### src/rtl/ffba_pkg.sv
`timescale 1ns / 1ps
`default_nettype none
package ffba_pkg;
  localparam int MaxBlocks = 16;
  localparam int IdxBits = 4;
  localparam int CntBits = 5;
  localparam int AddrBits = 24;
  localparam int SizeBits = 25;

  localparam logic [1:0] StOk = 2'd0;
  localparam logic [1:0] StNoFit = 2'd1;
  localparam logic [1:0] StReject = 2'd2;
  localparam logic [1:0] StBadAddr = 2'd3;

  localparam logic OpAlloc = 1'b0;
  localparam logic OpFree = 1'b1;

  localparam logic CfgPool = 1'b0;
  localparam logic CfgEnable = 1'b1;

  typedef struct packed {
    logic opcode;
    logic [23:0] request_bytes;
    logic [23:0] user_address;
  } req_t;

  typedef struct packed {
    logic [1:0] status;
    logic [23:0] granted_address;
    logic [24:0] granted_bytes;
    logic [24:0] bytes_in_use;
    logic [24:0] free_bytes;
    logic [31:0] alloc_total;
    logic [31:0] free_total;
  } rsp_t;

  typedef struct packed {
    logic [AddrBits-1:0] start;
    logic [SizeBits-1:0] size;
    logic used;
  } entry_t;
endpackage
`default_nettype wire

### src/rtl/ffba_table.sv
`timescale 1ns / 1ps
`default_nettype none
module ffba_table (
  input  wire logic clk_i,
  input  wire logic rst_ni,
  input  wire logic init_i,
  input  wire logic [ffba_pkg::SizeBits-1:0] init_size_i,
  input  wire logic [ffba_pkg::IdxBits-1:0] rd_idx_i,
  output ffba_pkg::entry_t rd_o,
  input  wire logic we_i,
  input  wire logic [ffba_pkg::IdxBits-1:0] wr_idx_i,
  input  wire ffba_pkg::entry_t wr_i
);
  ffba_pkg::entry_t ent_q [ffba_pkg::MaxBlocks];

  always_ff @(posedge clk_i or negedge rst_ni) begin
    if (!rst_ni) begin
      ent_q[0] <= '{start: '0, size: ffba_pkg::SizeBits'(1 << ffba_pkg::AddrBits),
                    used: 1'b0};
      for (int i = 1; i < ffba_pkg::MaxBlocks; i++) begin
        ent_q[i] <= '0;
      end
    end else if (init_i) begin
      ent_q[0] <= '{start: '0, size: init_size_i, used: 1'b0};
    end else if (we_i) begin
      ent_q[wr_idx_i] <= wr_i;
    end
  end

  assign rd_o = ent_q[rd_idx_i];
endmodule
`default_nettype wire

### src/rtl/first_fit_block_allocator_unit.sv
`timescale 1ns / 1ps
`default_nettype none
// Channel   Ports                         Direction
// request   start_i, busy_o, req_i        in
// result    done_o, rsp_o                 out
// config    cfg_we_i, cfg_idx_i, cfg_data_i in
// An allocate scans entries one per cycle, then shifts entries up one per cycle for a
// split; a free scans, then shifts entries down one per cycle for each merge.
// busy_o stays high while a transaction runs; its length is set by the single table port,
// and the worst case is a free that merges on both sides in a full table.
// done_o is high for the first cycle after busy_o falls and cannot be stalled.
// Reset builds one free block over the whole pool.
module first_fit_block_allocator_unit (
  input  wire logic clk_i,
  input  wire logic rst_ni,
  input  wire logic start_i,
  output logic busy_o,
  input  wire ffba_pkg::req_t req_i,
  output logic done_o,
  output ffba_pkg::rsp_t rsp_o,
  input  wire logic cfg_we_i,
  input  wire logic cfg_idx_i,
  input  wire logic [24:0] cfg_data_i
);
  localparam logic [2:0] SIdle = 3'd0;
  localparam logic [2:0] SScan = 3'd1;
  localparam logic [2:0] SSplit = 3'd2;
  localparam logic [2:0] SMerge = 3'd3;
  localparam logic [2:0] SPrev = 3'd4;
  localparam logic [2:0] SDone = 3'd5;
  localparam logic [2:0] SNext = 3'd6;

  localparam int IB = ffba_pkg::IdxBits;
  localparam int SB = ffba_pkg::SizeBits;
  localparam int AB = ffba_pkg::AddrBits;

  logic [2:0] state_q, state_d;
  logic [ffba_pkg::CntBits-1:0] count_q, count_d;
  logic [ffba_pkg::CntBits-1:0] idx_q, idx_d;
  logic [IB-1:0] hit_q, hit_d;
  logic [SB-1:0] need_q, need_d, pool_q, pool_d, held_q, held_d;
  logic enable_q, enable_d, op_q, op_d;
  logic [23:0] ua_q, ua_d;
  logic [31:0] acnt_q, acnt_d, fcnt_q, fcnt_d;
  ffba_pkg::entry_t hold_q, hold_d, rd;
  logic [IB-1:0] rd_idx, wr_idx;
  logic we;
  ffba_pkg::entry_t wr;
  ffba_pkg::rsp_t rsp_q, rsp_d;
  logic done_q, done_d, init;
  logic [SB-1:0] init_size, pool_v;
  logic [SB:0] need_full;
  logic [AB-1:0] user_of;

  ffba_table u_table (
    .clk_i, .rst_ni, .init_i(init), .init_size_i(init_size),
    .rd_idx_i(rd_idx), .rd_o(rd), .we_i(we), .wr_idx_i(wr_idx), .wr_i(wr)
  );

  assign busy_o = (state_q != SIdle);
  assign done_o = done_q;
  assign rsp_o = rsp_q;

  always_comb begin
    pool_v = {cfg_data_i[24:3], 3'b000};
    if (pool_v > SB'(1 << AB)) pool_v = SB'(1 << AB);
    init = cfg_we_i && (cfg_idx_i == ffba_pkg::CfgPool);
    init_size = pool_v;
    need_full = {1'b0, SB'(req_i.request_bytes)} + (SB+1)'(23);
    need_full[2:0] = 3'b000;
    if (need_full < (SB+1)'(32)) need_full = (SB+1)'(32);
    user_of = rd.start + AB'(16);
  end

  always_comb begin
    state_d = state_q; count_d = count_q; idx_d = idx_q; hit_d = hit_q;
    need_d = need_q; pool_d = pool_q; held_d = held_q; enable_d = enable_q;
    op_d = op_q; ua_d = ua_q; acnt_d = acnt_q; fcnt_d = fcnt_q;
    hold_d = hold_q; rsp_d = rsp_q; done_d = 1'b0;
    rd_idx = idx_q[IB-1:0]; wr_idx = idx_q[IB-1:0]; we = 1'b0; wr = rd;
    if (init) begin
      pool_d = pool_v; held_d = SB'(16); count_d = ffba_pkg::CntBits'(1);
    end
    if (cfg_we_i && cfg_idx_i == ffba_pkg::CfgEnable) enable_d = cfg_data_i[0];
    case (state_q)
      SIdle: begin
        if (start_i) begin
          op_d = req_i.opcode; ua_d = req_i.user_address;
          need_d = need_full[SB-1:0]; idx_d = '0;
          rsp_d = '0;
          if (!enable_q || (req_i.opcode == ffba_pkg::OpAlloc &&
              req_i.request_bytes == '0)) begin
            rsp_d.status = ffba_pkg::StReject; state_d = SDone;
          end else begin
            state_d = SScan;
          end
        end
      end
      SScan: begin
        if (idx_q >= count_q) begin
          rsp_d.status = (op_q == ffba_pkg::OpAlloc) ? ffba_pkg::StNoFit
                                                      : ffba_pkg::StBadAddr;
          state_d = SDone;
        end else if (op_q == ffba_pkg::OpAlloc) begin
          if (!rd.used && rd.size >= need_q) begin
            hit_d = idx_q[IB-1:0]; acnt_d = acnt_q + 32'd1;
            rsp_d.status = ffba_pkg::StOk;
            rsp_d.granted_address = rd.start + AB'(16);
            we = 1'b1; wr.used = 1'b1;
            if ({1'b0, rd.size} >= {1'b0, need_q} + (SB+1)'(32) &&
                count_q < ffba_pkg::CntBits'(ffba_pkg::MaxBlocks)) begin
              wr.size = need_q;
              hold_d = '{start: rd.start + AB'(need_q), size: rd.size - need_q,
                         used: 1'b0};
              held_d = held_q + need_q; rsp_d.granted_bytes = need_q;
              idx_d = count_q - 1'b1;
              count_d = count_q + 1'b1;
              state_d = SSplit;
            end else begin
              held_d = held_q + rd.size; rsp_d.granted_bytes = rd.size;
              state_d = SDone;
            end
          end else begin
            idx_d = idx_q + 1'b1;
          end
        end else begin
          if (rd.used && user_of == ua_q) begin
            hit_d = idx_q[IB-1:0]; fcnt_d = fcnt_q + 32'd1;
            rsp_d.status = ffba_pkg::StOk; rsp_d.granted_bytes = rd.size;
            if (held_q >= rd.size) held_d = held_q - rd.size;
            we = 1'b1; wr.used = 1'b0; hold_d = rd; hold_d.used = 1'b0;
            idx_d = idx_q + 1'b1;
            state_d = SNext;
          end else begin
            idx_d = idx_q + 1'b1;
          end
        end
      end
      SSplit: begin
        // Move entry idx up by one until the slot after the hit is reached.
        if (idx_q == {1'b0, hit_q}) begin
          we = 1'b1; wr_idx = hit_q + 1'b1; wr = hold_q; state_d = SDone;
        end else begin
          we = 1'b1; wr_idx = IB'(idx_q + 1'b1); wr = rd; idx_d = idx_q - 1'b1;
        end
      end
      SNext: begin
        if (idx_q < count_q && !rd.used &&
            hold_q.start + AB'(hold_q.size) == rd.start) begin
          hold_d.size = hold_q.size + rd.size;
          we = 1'b1; wr_idx = hit_q; wr = hold_q; wr.size = hold_q.size + rd.size;
          idx_d = idx_q + 1'b1; count_d = count_q - 1'b1;
          state_d = SMerge;
        end else begin
          idx_d = {1'b0, hit_q} - 1'b1; state_d = SPrev;
        end
      end
      SMerge: begin
        // Shift entries down by one over the removed slot.
        if (idx_q > count_q) begin
          idx_d = {1'b0, hit_q} - 1'b1; state_d = SPrev;
        end else begin
          we = 1'b1; wr_idx = IB'(idx_q - 1'b1); wr = rd; idx_d = idx_q + 1'b1;
        end
      end
      SPrev: begin
        if (hit_q != '0 && !rd.used && rd.start + AB'(rd.size) == hold_q.start) begin
          we = 1'b1; wr_idx = hit_q - 1'b1; wr = rd; wr.size = rd.size + hold_q.size;
          hit_d = hit_q - 1'b1; idx_d = {1'b0, hit_q} + 1'b1;
          count_d = count_q - 1'b1; state_d = SMerge;
          hold_d.start = '1;
        end else begin
          state_d = SDone;
        end
      end
      SDone: begin
        rsp_d.bytes_in_use = held_q;
        rsp_d.free_bytes = (pool_q > held_q) ? pool_q - held_q : '0;
        rsp_d.alloc_total = acnt_q; rsp_d.free_total = fcnt_q;
        if (rsp_q.status != ffba_pkg::StOk) begin
          rsp_d.granted_address = '0; rsp_d.granted_bytes = '0;
        end
        if (op_q == ffba_pkg::OpFree) rsp_d.granted_address = '0;
        done_d = 1'b1; state_d = SIdle;
      end
      default: state_d = SIdle;
    endcase
  end

  always_ff @(posedge clk_i or negedge rst_ni) begin
    if (!rst_ni) begin
      state_q <= SIdle; count_q <= ffba_pkg::CntBits'(1); idx_q <= '0; hit_q <= '0;
      pool_q <= SB'(1 << AB); held_q <= SB'(16); enable_q <= 1'b1;
      acnt_q <= '0; fcnt_q <= '0; done_q <= 1'b0;
    end else begin
      state_q <= state_d; count_q <= count_d; idx_q <= idx_d; hit_q <= hit_d;
      pool_q <= pool_d; held_q <= held_d; enable_q <= enable_d;
      acnt_q <= acnt_d; fcnt_q <= fcnt_d; done_q <= done_d;
    end
  end

  always_ff @(posedge clk_i) begin
    need_q <= need_d; op_q <= op_d; ua_q <= ua_d; hold_q <= hold_d; rsp_q <= rsp_d;
  end

  a_done_idle: assert property (@(posedge clk_i) disable iff (!rst_ni)
    done_o |-> !busy_o) else $error("result while busy");
  a_count: assert property (@(posedge clk_i) disable iff (!rst_ni)
    count_q != '0 && count_q <= ffba_pkg::CntBits'(ffba_pkg::MaxBlocks))
    else $error("table count out of range");
  a_start: assert property (@(posedge clk_i) disable iff (!rst_ni)
    (start_i && !busy_o) |=> (busy_o && !done_o)) else $error("start lost");
endmodule
`default_nettype wire
### config.mk
export PLATFORM = sky130hd
export DESIGN_NAME = first_fit_block_allocator_unit
export DESIGN_NICKNAME = d
export VERILOG_FILES = /design/src/rtl/ffba_pkg.sv /design/src/rtl/ffba_table.sv /design/src/rtl/first_fit_block_allocator_unit.sv
export SDC_FILE = /design/constraint.sdc
export NUM_CORES = 2
export LEC_CHECK = 0
export BUFFER_PORTS_ARGS = -buffer_cell sky130_fd_sc_hd__buf_2
export CAP_MARGIN = 5
export CORE_AREA = 2 2 356 394
export DETAILED_ROUTE_END_ITERATION = 10
export DIE_AREA = 0 0 358 396
export GPL_TIMING_DRIVEN = 0
export MAX_ROUTING_LAYER = met4
export PLACE_DENSITY = 0.66
export SKIP_LAST_GASP = 1
export SLEW_MARGIN = 15
export SYNTH_ARGS = -nofsm -noshare
export SYNTH_HDL_FRONTEND = slang
export SYNTH_SLANG_ARGS = --single-unit
### constraint.sdc
create_clock -name clk_i -period 10.3 [get_ports clk_i]
set_clock_uncertainty 0.2 [all_clocks]
set_input_delay 2.06 -clock clk_i [delete_from_list [all_inputs] [get_ports clk_i]]
set_output_delay 2.06 -clock clk_i [all_outputs]
set_load 0.05 [all_outputs]
==> flow_metrics.env <==
export IMPL_cts_htree_levels=4
export IMPL_post_synth_top_count_cell="sky130_fd_sc_hd__dfrtp_1"
export IMPL_arrival_ps=10650
export IMPL_setup_violations_final=0
export IMPL_worstSkewPairLatency_ps=810
export IMPL_critPathMaxFanout=10
export IMPL_drt_total_wl_mm=247
export IMPL_antenna_violations_before_repair=1
export IMPL_viasPerCell=6.42
export IMPL_routed_wl_per_cell_um=30.0
export IMPL_synthCells=5923
export IMPL_syn_area_per_cell_sq_um=11.6
export IMPL_critPathKind="reg2reg"
export IMPL_netlist_top_cells_area="sky130_fd_sc_hd__dfrtp_1 34%, sky130_fd_sc_hd__edfxtp_1 11%, sky130_fd_sc_hd__mux2_2 10%"
export IMPL_drv_max_cap_violation_count=0
export IMPL_post_route_drc_count=0
export IMPL_clk_root_buffer_cell="sky130_fd_sc_hd__clkbuf_16"
export IMPL_synth_net_count=6251
export IMPL_area_share_of_the_leading_cell_type_in_the_synthesized_netlist_pct=33.8
export IMPL_fmax_mhz=98.2
export IMPL_p_leak_uw=0.0357
export IMPL_dieArea_sq_mm=0.142
export IMPL_share_of_cells_above_drive_strength_1_pct=25.2
export IMPL_floorplan_initialDensity_pct=49.8
export IMPL_vias_after_detailed_routing=53000
export IMPL_worstSetupStartpointType="flip-flop"
export IMPL_synth_enable_flop_cells=261
export IMPL_number_of_drc_markers_after_the_initial_detailed_route_iteration=5590
export IMPL_power_density_mw_per_mm2=342
export IMPL_drt_pass1_iter_count=6
export IMPL_final_max_slew_violation_count=0
export IMPL_number_of_global_route_vias_before_repair=52100
export IMPL_worst_hold_path_type="reg2reg"
export IMPL_timing_max_slew_rel_slack_pct=14.2
export IMPL_finalCritPeriodShare_pct=98.8
export IMPL_peakVddDrop_uv=222
export IMPL_port_buffers=243
export IMPL_clk_path_buf_depth=3
export IMPL_grt_overflow=0
export IMPL_worstSetupEndpointType="flip-flop"
export IMPL_post_dp_hpwl_mm=185
export IMPL_path_clk_slew_ps=60
export IMPL_yosysSeqAreaShare_pct=45.4
export IMPL_global_route_usage_total_pct=35.8
export IMPL_final_setup_worst_slack_ps=120
export IMPL_whs_ps=274
export IMPL_synth_distinct_cells=110
export IMPL_pin_count=246
export IMPL_ys_async_sr_fraction_pct=78.1
export IMPL_netlist_top_cell_by_area="sky130_fd_sc_hd__dfrtp_1"
export IMPL_rows=143
export IMPL_area_growth_syn_to_layout_pct=13.0
export IMPL_wire_length_of_the_first_global_routing_pass_mm=360
export IMPL_tritoncts="done"
export IMPL_run_status="finished clean"
export IMPL_worst_slew_pin_slew_ps=1270
export IMPL_synthesis_area_sq_mm=0.0685
export IMPL_detailedPlace_worstSlack_ps=-2610
export IMPL_floorplan_die_width_um=358
export IMPL_final_replace_weighted_congestion=1.07
export IMPL_timing_reg2reg_setup_slack_ps=120
export IMPL_cts_sink_count=1191
export IMPL_ys_warn_count=0
export IMPL_route_antenna_remaining_nets=0
export IMPL_final_net_count=6670
export IMPL_crit_required_ps=10770
export IMPL_ys_dominant_reg_cell="sky130_fd_sc_hd__dfrtp_1"
export IMPL_ys_top_cells_by_count="925 x sky130_fd_sc_hd__dfrtp_1, 609 x sky130_fd_sc_hd__mux2_2, 321 x sky130_fd_sc_hd__nand2_1"
export IMPL_rsz0062_at_grt="false"
export IMPL_number_of_endpoints_with_negative_hold_slack_in_the_final_report=0
export IMPL_die_h_um=396
export IMPL_count_of_state_elements_after_synthesis=1191
export IMPL_cts_made_buffers=132
export IMPL_grt_max_degree=153
export IMPL_core_area_sq_mm=0.137
export IMPL_layout_min_cycle_time_ps=10180
-- through the flow --
step | instances | util, % | TNS (ps) | cell area, sq um | total power, uW
after global placement | 7978 | 52.4 | - | 72000 | 20800
after detailed placement | 8012 | 52.9 | -1675940 | 72700 | 21100
after CTS | 8253 | 56.3 | -13.3 | 77300 | 26100
final | 8253 | 56.3 | 0 | 77400 | 26500
after global routing | 8251 | 56.3 | 0 | 77400 | 27600
after floorplan | 5923 | - | 0 | 68500 | 16100
-- cell families (layout without fill, tap and decap cells) --
family / after synthesis / after routing / share of synthesized area [%]
mux: 1076 / 1076 / 20.3
buf+inv: 565 / 1081 / 3.57
fa+ha+maj: 249 / 249 / 4.64
simple gates: 1347 / 1347 / 9.88
compound gates: 1150 / 1150 / 11.7
other cells: 0 / 2 / 0
flops: 1191 / 1191 / 45.4
xor+xnor: 345 / 345 / 4.54
-- cell usage in the layout, fill, tap and decap left out, drive strengths merged, types with 24 or more instances in the layout --
| master | n |
|---|---|
| dfrtp | 925 |
| mux2 | 761 |
| buf | 427 |
| clkbuf | 420 |
| nand2 | 326 |
| nor2 | 304 |
| edfxtp | 261 |
| ha | 241 |
| a21oi | 236 |
| xnor2 | 215 |
| o21ai | 213 |
| inv | 195 |
| mux2i | 173 |
| nor3 | 145 |
| mux4 | 142 |
| xor2 | 124 |
| and2 | 114 |
| nand3 | 108 |
| a21o | 104 |
| nand4 | 70 |
| a211oi | 67 |
| nor4 | 62 |
| a221oi | 59 |
| a22oi | 52 |
| and3 | 51 |
| a22o | 45 |
| a31oi | 44 |
| o211ai | 43 |
| nand2b | 36 |
| o21a | 33 |
| nor2b | 30 |
| a221o | 28 |
| clkinv | 26 |
| or3 | 24 |
| o31ai | 24 |
-- path summary, 6_finish.rpt --
kind                            start                  to  cells after the start
hold reg to reg            fcnt_q[31]          fcnt_q[31]                      1
max in group asynchronous      rst_ni  u_table.ent_q[587]                      5
min in group asynchronous      rst_ni          acnt_q[23]                      1
setup reg to reg             idx_q[1]  u_table.ent_q[365]                     24
hold / removal             fcnt_q[31]          fcnt_q[31]                      1
setup / recovery             idx_q[1]  u_table.ent_q[365]                     24
-- timing repair --
item                       4_1_cts  5_1_grt
setup buffers                   12        1
setup endpoints to repair      968      822
gates resized for setup         79       33
pin swaps                        9        1
hold buffers                     0        0
-- layout make-up --
class	instances	area [sq um]
Buffer	371	1830
Tap cell	1812	2270
Clock inverter	38	408
Inverter	189	709
Timing Repair Buffer	290	1900
Fill cell	11600	60000
Multi-Input combinational cell	4167	35200
Sequential cell	1191	31100
Antenna cell	2	5.00
Clock buffer	193	3950
-- critical path, stage by stage (launching register included) --
cell and delay, ps:
sky130_fd_sc_hd__dfrtp_1 710, sky130_fd_sc_hd__buf_4 340, sky130_fd_sc_hd__buf_6 230, sky130_fd_sc_hd__buf_6 200
sky130_fd_sc_hd__buf_4 250, sky130_fd_sc_hd__buf_2 370, sky130_fd_sc_hd__buf_2 480, sky130_fd_sc_hd__mux4_2 370
sky130_fd_sc_hd__mux4_2 780, sky130_fd_sc_hd__ha_1 340, sky130_fd_sc_hd__fa_1 420, sky130_fd_sc_hd__xor3_1 390
sky130_fd_sc_hd__a2111oi_0 920, sky130_fd_sc_hd__o211a_1 280, sky130_fd_sc_hd__nand4_1 140, sky130_fd_sc_hd__nor3_1 200
sky130_fd_sc_hd__and4_1 240, sky130_fd_sc_hd__nand4_1 250, sky130_fd_sc_hd__nor3_4 510, sky130_fd_sc_hd__a21o_2 400
sky130_fd_sc_hd__o311a_1 280, sky130_fd_sc_hd__nand3_1 300, sky130_fd_sc_hd__nor4_4 590, sky130_fd_sc_hd__buf_2 420
sky130_fd_sc_hd__mux2_2 380
-- sequential cells by signal, indices dropped and copies added (netlist names), 24 cells and up --
register / cells
acnt_q: 32
ua_q: 24
held_q: 25
hold_q: 49
u_table.ent_q: 800
fcnt_q: 32
rsp_o: 165
-- power by group --
| group | internal [uW] | switching, uW |
|---|---|---|
| clock network | 2790 | 2030 |
| logic | 4780 | 10100 |
| registers | 6000 | 792 |
| total | 13600 | 12900 |
-- routing by layer --
metal | GRT usage [%] | up-vias | share of wire (%) | wire [um]
li1 | - | 22800 | - | -
met2 | 53.0 | 2513 | 45 | 110000
met1 | 45.6 | 26900 | 40 | 98900
met4 | 22.0 | 0 | 7.3 | 18000
met3 | 6.50 | 690 | 8.1 | 20100
met5 | - | - | 0 | 0
(Power assumes the default switching activity.)
